### src/flos_pkg.sv
// Shared constants, command codes and result type of the first/last occurrence search.
package flos_pkg;

  localparam int unsigned DefaultDepth = 1024;
  localparam int unsigned ValueW       = 32;
  localparam int unsigned OutIdxW      = 10;
  localparam int unsigned ModeW        = 2;

  typedef enum logic [ModeW-1:0] {
    ModeClear  = 2'd0,
    ModeAppend = 2'd1,
    ModeQuery  = 2'd2
  } mode_e;

  typedef struct packed {
    logic               found;
    logic [OutIdxW-1:0] first_index;
    logic [OutIdxW-1:0] last_index;
  } result_t;

endpackage

### src/flos_search.sv
// Two-pass binary search sequencer that probes the table through one synchronous read port.
module flos_search #(
  parameter int unsigned TableDepth = flos_pkg::DefaultDepth,
  localparam int unsigned IdxW = (TableDepth > 1) ? $clog2(TableDepth) : 1,
  localparam int unsigned CntW = $clog2(TableDepth + 1)
) (
  input  logic                                clk_i,
  input  logic                                rst_ni,
  input  logic                                go_i,
  input  logic [CntW-1:0]                     count_i,
  input  logic signed [flos_pkg::ValueW-1:0]  target_i,
  input  logic signed [flos_pkg::ValueW-1:0]  rdata_i,
  output logic                                rd_en_o,
  output logic [IdxW-1:0]                     rd_addr_o,
  output logic                                busy_o,
  output logic                                done_o,
  output flos_pkg::result_t                   result_o
);
  import flos_pkg::*;

  typedef enum logic {
    StIdle,
    StProbe
  } state_e;

  state_e                    state_q, state_d;
  logic                      last_pass_q, last_pass_d;
  logic [CntW-1:0]           lo_q, lo_d;
  logic [CntW-1:0]           hi_q, hi_d;
  logic [IdxW-1:0]           mid_q, mid_d;
  logic signed [ValueW-1:0]  target_q, target_d;
  logic                      hit_first_q, hit_first_d;
  logic                      hit_last_q, hit_last_d;
  logic [IdxW-1:0]           pos_first_q, pos_first_d;
  logic [IdxW-1:0]           pos_last_q, pos_last_d;
  logic                      done_q, done_d;

  logic                      probe_eq;
  logic                      probe_gt;
  logic [CntW-1:0]           mid_ext;
  logic [CntW-1:0]           lo_n;
  logic [CntW-1:0]           hi_n;

  // Midpoint of the half-open range [lo, hi): lo + (hi - lo - 1) / 2.
  function automatic logic [IdxW-1:0] mid_of(input logic [CntW-1:0] lo,
                                             input logic [CntW-1:0] hi);
    logic [CntW-1:0] span;
    logic [CntW-1:0] sum;
    span = hi - lo - CntW'(1);
    sum  = lo + (span >> 1);
    return sum[IdxW-1:0];
  endfunction

  assign probe_eq = (rdata_i == target_q);
  assign probe_gt = (target_q > rdata_i);
  assign mid_ext  = CntW'(mid_q);

  always_comb begin
    state_d     = state_q;
    last_pass_d = last_pass_q;
    lo_d        = lo_q;
    hi_d        = hi_q;
    mid_d       = mid_q;
    target_d    = target_q;
    hit_first_d = hit_first_q;
    hit_last_d  = hit_last_q;
    pos_first_d = pos_first_q;
    pos_last_d  = pos_last_q;
    done_d      = 1'b0;
    rd_en_o     = 1'b0;
    rd_addr_o   = mid_q;
    lo_n        = lo_q;
    hi_n        = hi_q;

    unique case (state_q)
      StIdle: begin
        if (go_i) begin
          target_d    = target_i;
          last_pass_d = 1'b0;
          hit_first_d = 1'b0;
          hit_last_d  = 1'b0;
          pos_first_d = '0;
          pos_last_d  = '0;
          lo_d        = '0;
          hi_d        = count_i;
          if (count_i != '0) begin
            mid_d     = mid_of('0, count_i);
            rd_en_o   = 1'b1;
            rd_addr_o = mid_d;
            state_d   = StProbe;
          end else begin
            done_d = 1'b1;
          end
        end
      end
      StProbe: begin
        // Narrow the range on the data just read back for mid_q.
        if (probe_eq) begin
          if (last_pass_q) begin
            hit_last_d = 1'b1;
            pos_last_d = mid_q;
            lo_n       = mid_ext + CntW'(1);
          end else begin
            hit_first_d = 1'b1;
            pos_first_d = mid_q;
            hi_n        = mid_ext;
          end
        end else if (probe_gt) begin
          lo_n = mid_ext + CntW'(1);
        end else begin
          hi_n = mid_ext;
        end

        if (lo_n < hi_n) begin
          lo_d      = lo_n;
          hi_d      = hi_n;
          mid_d     = mid_of(lo_n, hi_n);
          rd_en_o   = 1'b1;
          rd_addr_o = mid_d;
        end else if (!last_pass_q) begin
          // Restart over all filled entries for the last occurrence.
          last_pass_d = 1'b1;
          lo_d        = '0;
          hi_d        = count_i;
          mid_d       = mid_of('0, count_i);
          rd_en_o     = 1'b1;
          rd_addr_o   = mid_d;
        end else begin
          done_d  = 1'b1;
          state_d = StIdle;
        end
      end
      default: begin
        state_d = StIdle;
      end
    endcase
  end

  always_ff @(posedge clk_i or negedge rst_ni) begin
    if (!rst_ni) begin
      state_q     <= StIdle;
      last_pass_q <= 1'b0;
      lo_q        <= '0;
      hi_q        <= '0;
      mid_q       <= '0;
      target_q    <= '0;
      hit_first_q <= 1'b0;
      hit_last_q  <= 1'b0;
      pos_first_q <= '0;
      pos_last_q  <= '0;
      done_q      <= 1'b0;
    end else begin
      state_q     <= state_d;
      last_pass_q <= last_pass_d;
      lo_q        <= lo_d;
      hi_q        <= hi_d;
      mid_q       <= mid_d;
      target_q    <= target_d;
      hit_first_q <= hit_first_d;
      hit_last_q  <= hit_last_d;
      pos_first_q <= pos_first_d;
      pos_last_q  <= pos_last_d;
      done_q      <= done_d;
    end
  end

  assign busy_o               = (state_q != StIdle);
  assign done_o               = done_q;
  assign result_o.found       = hit_first_q | hit_last_q;
  assign result_o.first_index = OutIdxW'(pos_first_q);
  assign result_o.last_index  = OutIdxW'(pos_last_q);

endmodule

### config.mk
export PLATFORM = sky130hd
export DESIGN_NAME = flos_search
export DESIGN_NICKNAME = d
export VERILOG_FILES = /design/src/flos_pkg.sv /design/src/flos_search.sv
export SDC_FILE = /design/constraint.sdc
export NUM_CORES = 1
export LEC_CHECK = 0
export BUFFER_PORTS_ARGS = -buffer_cell sky130_fd_sc_hd__buf_2
export CAP_MARGIN = 20
export CORE_MARGIN = 4
export CORE_UTILIZATION = 45
export CTS_BUF_LIST = sky130_fd_sc_hd__clkbuf_4
export DETAILED_ROUTE_END_ITERATION = 6
export PLACE_DENSITY = 0.75
export SLEW_MARGIN = 0
export SYNTH_ARGS = -nofsm -noshare
export SYNTH_HDL_FRONTEND = slang
export SYNTH_SLANG_ARGS = --single-unit
### constraint.sdc
create_clock -name clk_i -period 6.1 [get_ports clk_i]
set_clock_uncertainty 0.15 [all_clocks]
set_input_delay 0.915 -clock clk_i [delete_from_list [all_inputs] [get_ports clk_i]]
set_output_delay 0.915 -clock clk_i [all_outputs]
set_load 0.05 [all_outputs]
==> results.txt, run 1 <==
For this run, the number of Yosys warnings is 0. The clock transition at the register clock pins on the worst setup and hold paths after CTS came out at 0.15 ns. The via count of the first global-routing pass is 6098. The count of state elements after synthesis came out at 89. The worst setup path is captured at an output port. In the routed layout, each cell is associated on average with a via count of 5.41.

The final weighted congestion in routability-driven placement is 0.939. The number of slew-limit violations in the final report came out at 0. After detailed routing, the number of remaining DRC violations is 0. In this run the vertical extent of the chip is 127 um. The clock passes through at most 2 buffers. Setup repair after global routing could not meet its margin everywhere. The critical path class is in -> out. In this run, synthesis inferred 0 flip-flops with an integrated enable. The critical path starts at rdata_i[1]. The post-synthesis instance total is 770. The tree is rooted in a sky130_fd_sc_hd__clkbuf_4. The post-detailed-route count of antenna-violating nets is 0.

The number of antenna violations at the first check in global routing was 0. The clock sink total came out at 89. The core region is 13900 um2. The initial cell density of the core is 0.459. The final critical-path required period is 6.82 ns.

The synthesized net count came out at 910. The origin of the critical flop-to-flop path is target_q[1]. The final cycle utilization of the critical path came out at 1.12.

The synthesized area divided by synthesized cell count came out at 8.27 um2. Entering global routing, the biggest net connects 59 pins. The overall overflow remaining after global route came out at 0. The flow ran to the end, but the final reports show violations. The number of optimization iterations in the first detailed-route pass is 5.

The routed layout has 6319 vias. The finished cells cover 8870 um2. At the worst endpoint, the arrival time is 5.76 ns. Of the cells placed in the final design, the portion with a size suffix greater than 1 is 0.357. The clock tree from TritonCTS is yes. The clock reaches the later pin of the worst-skew pair after 0.46 ns. The count of final setup violators came out at 11. The unique cell type count in the Yosys netlist is 67.

In the synthesized netlist the async set-or-reset flop fraction comes to 1.00. Once detailed placement completed, the half-perimeter wirelength came to 13700 um. For this run, the leading register cell type out of synthesis is sky130_fd_sc_hd__dfrtp_1. The number of antenna cells inserted came out at 0. The H-tree generated during clock tree synthesis spans 3 levels. The type of element launching the critical path is a primary input. The number of maximum-capacitance constraint violations is 0. For this run, the post-layout net count is 1123. The number of violations reported at the end of detailed-routing iteration 0 is 482. Headroom to the max-slew limit came out at 0.420. The total of buffers placed on input and output ports came out at 111. The final reports fail on setup timing. The number of cell rows is 43.

Once routing completed, OpenROAD measured the worst setup slack at -0.724 ns. The sequential share of the synthesized area is 0.350. The die covers 16100 um2. The area added between synthesis and finish came out at 39.2%.

At the worst endpoint, the required time is 5.03 ns. The count of endpoints failing hold in the final timing report came to 0. The fmax is 147 MHz. In this run the worst hold path is classified as in -> async. For the pin with the worst max-slew slack, the measured transition is 0.870 ns. Setup total negative slack on the finished layout was measured at -5.27 ns. The detailed-route wire length is 19400 um.

The summed instance area of the synthesized netlist is 6370 um2. During I/O placement, the number of pins put on the boundary was 112. The instance area after placement came out at 8100 um2. The critical-path maximum fanout came out at 5. The number of buffers created by CTS came out at 9. For this run, the total global-route usage over all layers was measured as 0.227. The first global-routing pass estimated 29800 um of wire. The average detailed-routed wire length per instance is 16.6 um. Measured along the x axis, the die boundary spans 127 um.
## per-stage QoR
stage / std cells / util / hold slack, ns / setup slack [ns]
after floorplan: 770 / - / 0.289 / -0.456
after global placement: 1126 / 0.584 / 0.301 / -0.644
after detailed placement: 1126 / 0.584 / 0.317 / -0.685
after CTS: 1161 / 0.621 / 0.239 / -0.494
after global routing: 1168 / 0.639 / 0.240 / -0.885
final: 1168 / 0.639 / 0.232 / -0.724
## worst max-delay path: stages
cell and delay, ns:
sky130_fd_sc_hd__buf_8 0.10, sky130_fd_sc_hd__inv_8 0.04, sky130_fd_sc_hd__ha_4 0.18, sky130_fd_sc_hd__nor2b_4 0.12
sky130_fd_sc_hd__o211ai_1 0.24, sky130_fd_sc_hd__a2111oi_4 0.12, sky130_fd_sc_hd__o41a_1 0.49, sky130_fd_sc_hd__o211ai_4 0.30
sky130_fd_sc_hd__nand2_4 0.15, sky130_fd_sc_hd__mux2i_4 0.21, sky130_fd_sc_hd__inv_2 0.09, sky130_fd_sc_hd__ha_4 0.29
sky130_fd_sc_hd__nand2_4 0.05, sky130_fd_sc_hd__a211oi_4 0.27, sky130_fd_sc_hd__nor2_1 0.10, sky130_fd_sc_hd__xnor2_1 0.13
sky130_fd_sc_hd__ha_1 0.34, sky130_fd_sc_hd__nand3_1 0.10, sky130_fd_sc_hd__or3_4 0.36, sky130_fd_sc_hd__o2bb2ai_4 0.15
sky130_fd_sc_hd__a21oi_4 0.19, sky130_fd_sc_hd__o41ai_4 0.09, sky130_fd_sc_hd__xnor2_2 0.16, sky130_fd_sc_hd__a221oi_4 0.34
sky130_fd_sc_hd__buf_6 0.21
## kinds of logic after synthesis
group / share of synthesized area
flops: 0.350
xor+xnor: 0.0454
fa+ha+maj: 0.124
buf+inv: 0.0585
compound gates: 0.163
mux: 0.0489
simple gates: 0.210
## sequential cells by signal, summed over array words and instances (netlist names)
| signal | count |
|---|---|
| pos_first_q | 10 |
| hi_q | 11 |
| hit_last_q | 1 |
| busy_o | 1 |
| lo_q | 11 |
| mid_q | 10 |
| target_q | 32 |
| last_pass_q | 1 |
| done_o | 1 |
| pos_last_q | 10 |
| hit_first_q | 1 |
## repair_timing
action / CTS / global route
buffers inserted: 17 / 9
pin swaps: 18 / 32
hold buffers: 0 / 0
resized for setup: 59 / 37
gates cloned: 2 / 0
setup endpoints to repair: 11 / 11
## routing by layer
metal,track usage,up-vias,part of all wire
met5,0,-,0
met4,0.0700,0,0.025
met3,0.0372,43,0.073
met2,0.373,223,0.47
met1,0.310,2991,0.43
li1,-,3062,-
## cell usage in the layout, fill, tap and decap left out, types with 10 or more instances in the layout
master	Yosys	final
sky130_fd_sc_hd__a21o_1	11	11
sky130_fd_sc_hd__a21oi_1	42	31
sky130_fd_sc_hd__clkbuf_4	0	11
sky130_fd_sc_hd__nor2b_1	15	11
sky130_fd_sc_hd__buf_4	1	119
sky130_fd_sc_hd__nand3_1	33	32
sky130_fd_sc_hd__buf_2	7	95
sky130_fd_sc_hd__xor2_1	10	10
sky130_fd_sc_hd__xnor2_1	23	22
sky130_fd_sc_hd__ha_1	60	41
sky130_fd_sc_hd__inv_1	61	48
sky130_fd_sc_hd__o21ai_0	38	25
sky130_fd_sc_hd__a211oi_1	14	12
sky130_fd_sc_hd__nand2_1	179	177
sky130_fd_sc_hd__dfrtp_1	89	89
sky130_fd_sc_hd__mux2i_1	30	21
sky130_fd_sc_hd__nand4_1	10	10
sky130_fd_sc_hd__ha_4	0	18
sky130_fd_sc_hd__nor2_1	34	33
sky130_fd_sc_hd__buf_6	0	17
## path summary, 6_finish.rpt
path / to / slack [ns] / cells past startpoint
setup / recovery: rd_addr_o[9] / -0.72 / 25
max in group asynchronous: lo_q[0] / 4.47 / 2
hold reg to reg: target_q[20] / 0.35 / 2
min in group clk_i: target_q[20] / 0.35 / 2
setup reg to reg: hi_q[0] / 0.56 / 25
hold / removal: target_q[9] / 0.23 / 1
## cells in the mapped netlist, drive strengths merged (3+ instances only)
master | n | area [um2]
a211oi | 14 | 105
a21o | 11 | 82.6
a21oi | 42 | 210
a221oi | 3 | 32.5
a31oi | 3 | 18.8
and2 | 3 | 20.0
and3 | 3 | 18.8
buf | 14 | 65.1
clkbuf | 19 | 71.3
dfrtp | 89 | 2230
ha | 60 | 751
inv | 62 | 233
mux2i | 30 | 300
nand2 | 181 | 684
nand2b | 4 | 25.0
nand3 | 33 | 165
nand4 | 11 | 83.8
nor2 | 35 | 134
nor2b | 15 | 93.8
nor3 | 6 | 35.0
nor4 | 3 | 33.8
o211ai | 10 | 80.1
o21a | 4 | 30.0
o21ai | 42 | 214
o21bai | 4 | 30.0
o31ai | 3 | 27.5
or2 | 3 | 18.8
or3 | 3 | 18.8
xnor2 | 23 | 201
xor2 | 10 | 87.6
## area by class of cell
| type | instances | area [um2] |
|---|---|---|
| multi-input combinational | 587 | 4450 |
| sequential | 89 | 2230 |
| inverter | 63 | 259 |
| timing repair buffer | 233 | 1590 |
| tap | 180 | 225 |
| clock buffer | 11 | 82.6 |
| fill | 1096 | 5010 |
| clock inverter | 5 | 31.3 |
Power of run 1 is left out: the tool's default activity adds up to more than one toggle a clock period on the data nets, which glitch-free logic cannot reach.
==> run 2, diff against run 1 <==
- PLACE_DENSITY: 0.75 -> 0.69
==> run 2 against run 1 <==
The flow still finishes with violations (setup timing). Wire length decreased by 5.1%. Via count fell by 2.5%. Non-clock buffer count decreased by 2. Flip-flop and latch count is the same. Utilization grew 0.41 points. Clock-buffer cell count shrank 2. Sequential share of layout area fell by 0.16 points.
==> results.txt, run 2 (synthesis gave the netlist of run 1 again) <==
The routed design has 18400 um of wire. The average detailed-routed wire length per instance is 15.8 um. The remaining max-slew budget at the tightest pin is 0.421. At the worst endpoint, the required time is 5.03 ns. The initial cell density of the core is 0.459. During I/O placement, the number of pins put on the boundary was 112. The number of antenna violations at the first check in global routing is 1. The insertion delay to the later sink of the worst-skew pair is 0.49 ns. The fmax came out at 150 MHz. The number of optimization iterations in the first detailed-route pass is 5.

Once routing completed, OpenROAD measured the worst setup slack at -0.575 ns. The global-route usage over all layers came out at 0.226. The final cycle utilization of the critical path came out at 1.09. In this run the number of H-tree levels came out at 3.

The area added between synthesis and finish came out at 40.1%. The post-detailed-route count of antenna-violating nets is 0. Ranked by flip-flop count, first place goes to target_q. Clock tree synthesis selected as its root buffer the cell sky130_fd_sc_hd__clkbuf_4. The number of slew-limit violations in the final report was 0. The number of cell rows is 43. The setup path with the least slack is of type in -> out. Setup violations remaining at the end of the flow were counted as 11. TritonCTS built the clock tree.

The number of placed cells counting well taps is 1120. For this block, the via count after detailed routing is 6158. The run finished, with violations left. The register with the most flip-flops in the layout has 32 of them. The biggest cell delay along the critical path came out at 0.45 ns.

The width of the chip came out at 127 um. The cell that appears most often on the critical path is sky130_fd_sc_hd__buf_6. The worst path in the final design needs a cycle of 6.68 ns, including I/O delays and setup. Leaving out fill and tap cells, the most frequent cell in the layout is sky130_fd_sc_hd__nand2_1. The worst setup path is launched from a primary input. For the pin with the worst max-slew slack, the measured transition is 0.869 ns. The via count normalized by instance count came out at 5.29. The final reports fail on setup timing. In the layout the commonest cells are 178 x sky130_fd_sc_hd__nand2_1, 106 x sky130_fd_sc_hd__buf_4, 95 x sky130_fd_sc_hd__buf_2. Entering global routing, the biggest net connects 54 pins. The largest registers in the layout are target_q (32), hi_q (11), lo_q (11).

For this design, the slowest cell found on the critical path is sky130_fd_sc_hd__o41a_1. The first global-routing pass estimated 29500 um of wire. The critical path capture point type is an output port.

The number of violations reported at the end of detailed-routing iteration 0 is 506. The via count of the first global-routing pass was 5972. The share of layout cells above drive strength 1 is 0.360.

The clock tree buffer depth came out at 2. The total of buffers placed on input and output ports came out at 111. The overall overflow remaining after global route is 0.

The HPWL after detailed placement is 13700 um. The height of the die is 127 um. The floorplan step defined a core boundary enclosing 13900 um2. The die footprint came out at 16100 um2. After routing the design area is 8920 um2. The critical-path maximum fanout is 6. The worst hold path belongs to the class in -> async. Setup repair after global routing could not meet its margin everywhere. In this run, CTS created clock tree buffers numbering 9. The final weighted congestion in routability-driven placement is 0.915. The tool flagged a number of max-cap violations equal to 0. The clock sink total came out at 89. The arrival time reported for the critical path endpoint is 5.61 ns. The count of endpoints failing hold in the final timing report is 0. The residual DRC count is 0. The post-layout net count came out at 1119. The clock transition at the register clock pins on the worst setup and hold paths after CTS is 0.16 ns. In this run the cell area measured after placement is 8060 um2. The non-filler instance count after layout is 1165.
## run 2: cell count changes in the layout (fill, tap and decap cells not counted), moves of 3 or more
| cell | previous run | this run |
|---|---|---|
| sky130_fd_sc_hd__buf_4 | 119 | 106 |
| sky130_fd_sc_hd__buf_6 | 17 | 27 |
| sky130_fd_sc_hd__inv_8 | 1 | 4 |
| sky130_fd_sc_hd__o21ai_0 | 25 | 22 |
## run 2: routing by layer
layer	wire length, um	track usage
met5	0	0
met4	196	0.0732
met3	959	0.0234
met2	8480	0.352
met1	8730	0.331
## run 2: worst paths after layout
kind	to	start	slack, ns	cells past startpoint
max in group asynchronous	mid_q[9]	rst_ni	4.53	2
min	target_q[5]	rst_ni	0.22	1
max	rd_addr_o[9]	rdata_i[14]	-0.58	26
min in group clk_i	hit_first_q	hit_first_q	0.34	2
min reg2reg	hit_first_q	hit_first_q	0.34	2
max reg2reg	hi_q[0]	target_q[14]	0.60	30
## run 2: cell type report
cell class | instances | area, um2
diodes | 1 | 2.50
well taps | 180 | 225
clock inverters | 7 | 86.3
repair buffers | 231 | 1620
multi-input cells | 585 | 4430
flip-flops and latches | 89 | 2230
clock buffers | 9 | 67.6
inverters | 63 | 262
fillers | 1143 | 4960
## run 2: timing repair
action | in CTS | in global routing
gates resized for setup | 78 | 36
hold buffers | 0 | 0
setup endpoints to repair | 11 | 11
pin swaps | 34 | 32
setup buffers | 15 | 14
## run 2: critical path, delay by kind of cell
kind	cells	cell delay [ns]
and+or+nand+nor	7	0.89
muxes	1	0.14
AOI/OAI and AO/OA	8	1.96
xor gates and xnor gates	2	0.29
adders and majority gates	3	0.76
buffers and inverters	5	0.64
## run 2: metrics by stage
stage                     utilization  setup TNS, ns  hold WS [ns]  worst slack [ns]
after floorplan                     -          -1.18         0.289            -0.456
after global placement          0.580          -5.26         0.300            -0.600
after detailed placement        0.580          -5.61         0.310            -0.685
after CTS                       0.622          -2.09         0.218            -0.413
after global routing            0.643          -7.11         0.238            -0.879
final                           0.643          -4.43         0.220            -0.575
Power of run 2 is left out for the same reason.
==> run 3, diff against run 2 <==
- CORE_UTILIZATION: 45 -> 53
- PLACE_DENSITY: 0.69 -> 0.79
==> run 3 against run 2 <==
The flow still finishes with violations (setup timing). Non-clock buffer count is 3 lower. Critical path depth is 1 lower. Cell count is 3.4% lower. Via count is 12% higher. Flip-flop and latch count stayed put. Wire length is 23% higher. Critical path type unchanged. Highest routed layer unchanged.
==> results.txt, run 3 (synthesis gave the netlist of run 1 again) <==
In the routed layout, each cell is associated on average with a via count of 6.15. The standard cell core area came out at 11600 um2. STA classifies the critical path startpoint as a primary input.

In the finished design, the share of the clock period the worst path needs comes to 1.14. Measured along the x axis, the die boundary spans 118 um. The final sum of negative setup slack came out at -6.67 ns.

The insertion delay to the later sink of the worst-skew pair is 0.49 ns. The die footprint is 13800 um2. The final weighted congestion in routability-driven placement came out at 0.965. Port buffering added 111 buffers. Headroom to the max-slew limit came out at 0.412. STA classifies the critical path endpoint as an output port. The worst-case setup margin in the final layout is -0.856 ns. Of the cells placed in the final design, the portion with a size suffix greater than 1 is 0.359. The number of maximum-capacitance constraint violations came out at 0. The total number of H-tree levels is 3.

Clock tree synthesis found a total of 89 sinks. The critical path is of the in -> out type. The count of nets left with antenna violations once routing finished came out at 0. The clock tree from TritonCTS is yes. The global-route wire length before repair came out at 32900 um.

The number of optimization iterations in the first detailed-route pass came out at 6. The run finished, with violations left. The count of final setup violators is 11. The number of top-level pins came out at 112. The critical path starts at rdata_i[5].

The die is 118 um tall. Setup repair after global routing could not meet its margin everywhere. The final critical-path required period is 6.96 ns.

The number of cell rows is 39. The number of antenna violations at the first check in global routing is 1. The critical-path maximum fanout came out at 6. The depth of the worst register-to-register path is 28.

The number of violations reported at the end of detailed-routing iteration 0 came out at 921. At the pin with the least slew margin, the transition time is 0.882 ns. In the final layout, the registers with the most flip-flops are target_q (32), hi_q (11), lo_q (11). The clock transition at the register clock pins on the worst setup and hold paths after CTS came out at 0.15 ns.

Derived from the worst setup path, the maximum achievable clock frequency is 144 MHz. The critical path data required time is 5.03 ns. For this design, the CTS-stage hold fixing added 0 buffers. The global-route usage over all layers came out at 0.290. The checks that failed: setup timing. The number of slew-limit violations in the final report is 0. The via count of the first global-routing pass is 6680. Timing analysis after detailed placement gives a worst setup slack of -0.791 ns. The arrival time reported for the critical path endpoint is 5.89 ns. The via count came out at 6921. In this run, placement finished with an instance count of 1086. The largest net degree at the start of global routing came out at 51. Leaving out fill and tap cells, the most frequent cell in the layout is sky130_fd_sc_hd__nand2_1. The clock tree buffer depth is 2. The post-layout net count came out at 1116. The area growth from synthesis to layout is 39.7%.

In the layout the commonest cells are 178 x sky130_fd_sc_hd__nand2_1, 107 x sky130_fd_sc_hd__buf_4, 96 x sky130_fd_sc_hd__buf_2. The flip-flop count of the largest register after layout came out at 32. The worst register-to-register path begins at target_q[5]. The average detailed-routed wire length per instance is 20.1 um. After detailed routing, the number of remaining DRC violations is 0. The initial cell density of the core came out at 0.549. The worst setup slack for register-to-register paths came out at 0.41 ns. The overall overflow remaining after global route is 0. The register with the most flip-flops is target_q.

The path type of the worst min-delay path is in -> async. Following the worst setup path forward leads to its endpoint at rd_addr_o[9]. The buffer type at the clock tree root is sky130_fd_sc_hd__clkbuf_4. The number of buffers created by CTS came out at 9. The non-filler instance count after layout came out at 1125. In this run the critical register-to-register path is captured at hi_q[0]. The count of endpoints failing hold in the final timing report is 0.

After legalization and detailed placement, the total HPWL measured 14600 um. The final layout contains routed wiring with a total length of 22700 um.
run 3: cell count changes in the layout (fill, tap and decap cells not counted), moves of 3 or more:
cell / before / now
sky130_fd_sc_hd__inv_2: 7 / 10
sky130_fd_sc_hd__a21oi_4: 4 / 1
sky130_fd_sc_hd__inv_8: 4 / 1
sky130_fd_sc_hd__buf_6: 27 / 17
sky130_fd_sc_hd__buf_12: 0 / 5
run 3: layout make-up:
cell class	count	area (um2)
Antenna cell	1	2.50
Clock buffer	9	67.6
Clock inverter	7	92.6
Fill cell	713	2710
Inverter	63	256
Multi-Input combinational cell	585	4460
Sequential cell	89	2230
Tap cell	143	179
Timing Repair Buffer	228	1620
run 3: how the worst min path moves through the flow:
stage / from / end / slack (ns)
after floorplan: hit_first_q / hit_first_q / 0.29
after global placement: hit_first_q / hit_first_q / 0.30
after CTS: rst_ni / target_q[23] / 0.26
after detailed placement: hit_first_q / hit_first_q / 0.31
after global routing: rst_ni / target_q[23] / 0.28
final: rst_ni / target_q[23] / 0.26
run 3: critical path: stages:
cell and delay [ns]:
sky130_fd_sc_hd__buf_2 0.10, sky130_fd_sc_hd__inv_2 0.05, sky130_fd_sc_hd__ha_4 0.19, sky130_fd_sc_hd__a21oi_1 0.15
sky130_fd_sc_hd__o21ai_1 0.11, sky130_fd_sc_hd__a22o_1 0.24, sky130_fd_sc_hd__o41a_1 0.43, sky130_fd_sc_hd__o211ai_2 0.26
sky130_fd_sc_hd__nand2_4 0.18, sky130_fd_sc_hd__buf_12 0.17, sky130_fd_sc_hd__mux2i_4 0.19, sky130_fd_sc_hd__inv_2 0.06
sky130_fd_sc_hd__ha_4 0.30, sky130_fd_sc_hd__nand2_4 0.05, sky130_fd_sc_hd__a211oi_4 0.20, sky130_fd_sc_hd__buf_4 0.17
sky130_fd_sc_hd__o2111ai_2 0.16, sky130_fd_sc_hd__a21oi_2 0.25, sky130_fd_sc_hd__nor2_1 0.11, sky130_fd_sc_hd__ha_1 0.24
sky130_fd_sc_hd__or2_2 0.31, sky130_fd_sc_hd__o41ai_2 0.34, sky130_fd_sc_hd__xnor2_1 0.17, sky130_fd_sc_hd__a221oi_4 0.33
sky130_fd_sc_hd__buf_6 0.20
run 3: through the flow:
step / instance area, um2 / util / hold WS, ns
floorplan: 6740 / - / 0.289
global placement: 8070 / 0.695 / 0.301
detailed placement: 8070 / 0.695 / 0.315
CTS: 8620 / 0.742 / 0.260
global route: 8900 / 0.766 / 0.279
finish: 8900 / 0.766 / 0.256
run 3: what timing repair did:
action / 4_1_cts / 5_1_grt
resized for setup: 64 / 41
setup endpoints to repair: 11 / 11
endpoints found under the hold margin: 0 / 0
buffers inserted: 13 / 9
pin swaps: 27 / 33
run 3: per-layer routing:
metal	vias to the layer above	routed length (um)	global-route usage
met2	488	10700	0.494
met4	0	1460	0.135
met3	148	2120	0.0461
met1	3243	8380	0.359
li1	3042	-	-
met5	-	0	0
Power of run 3 is left out for the same reason.
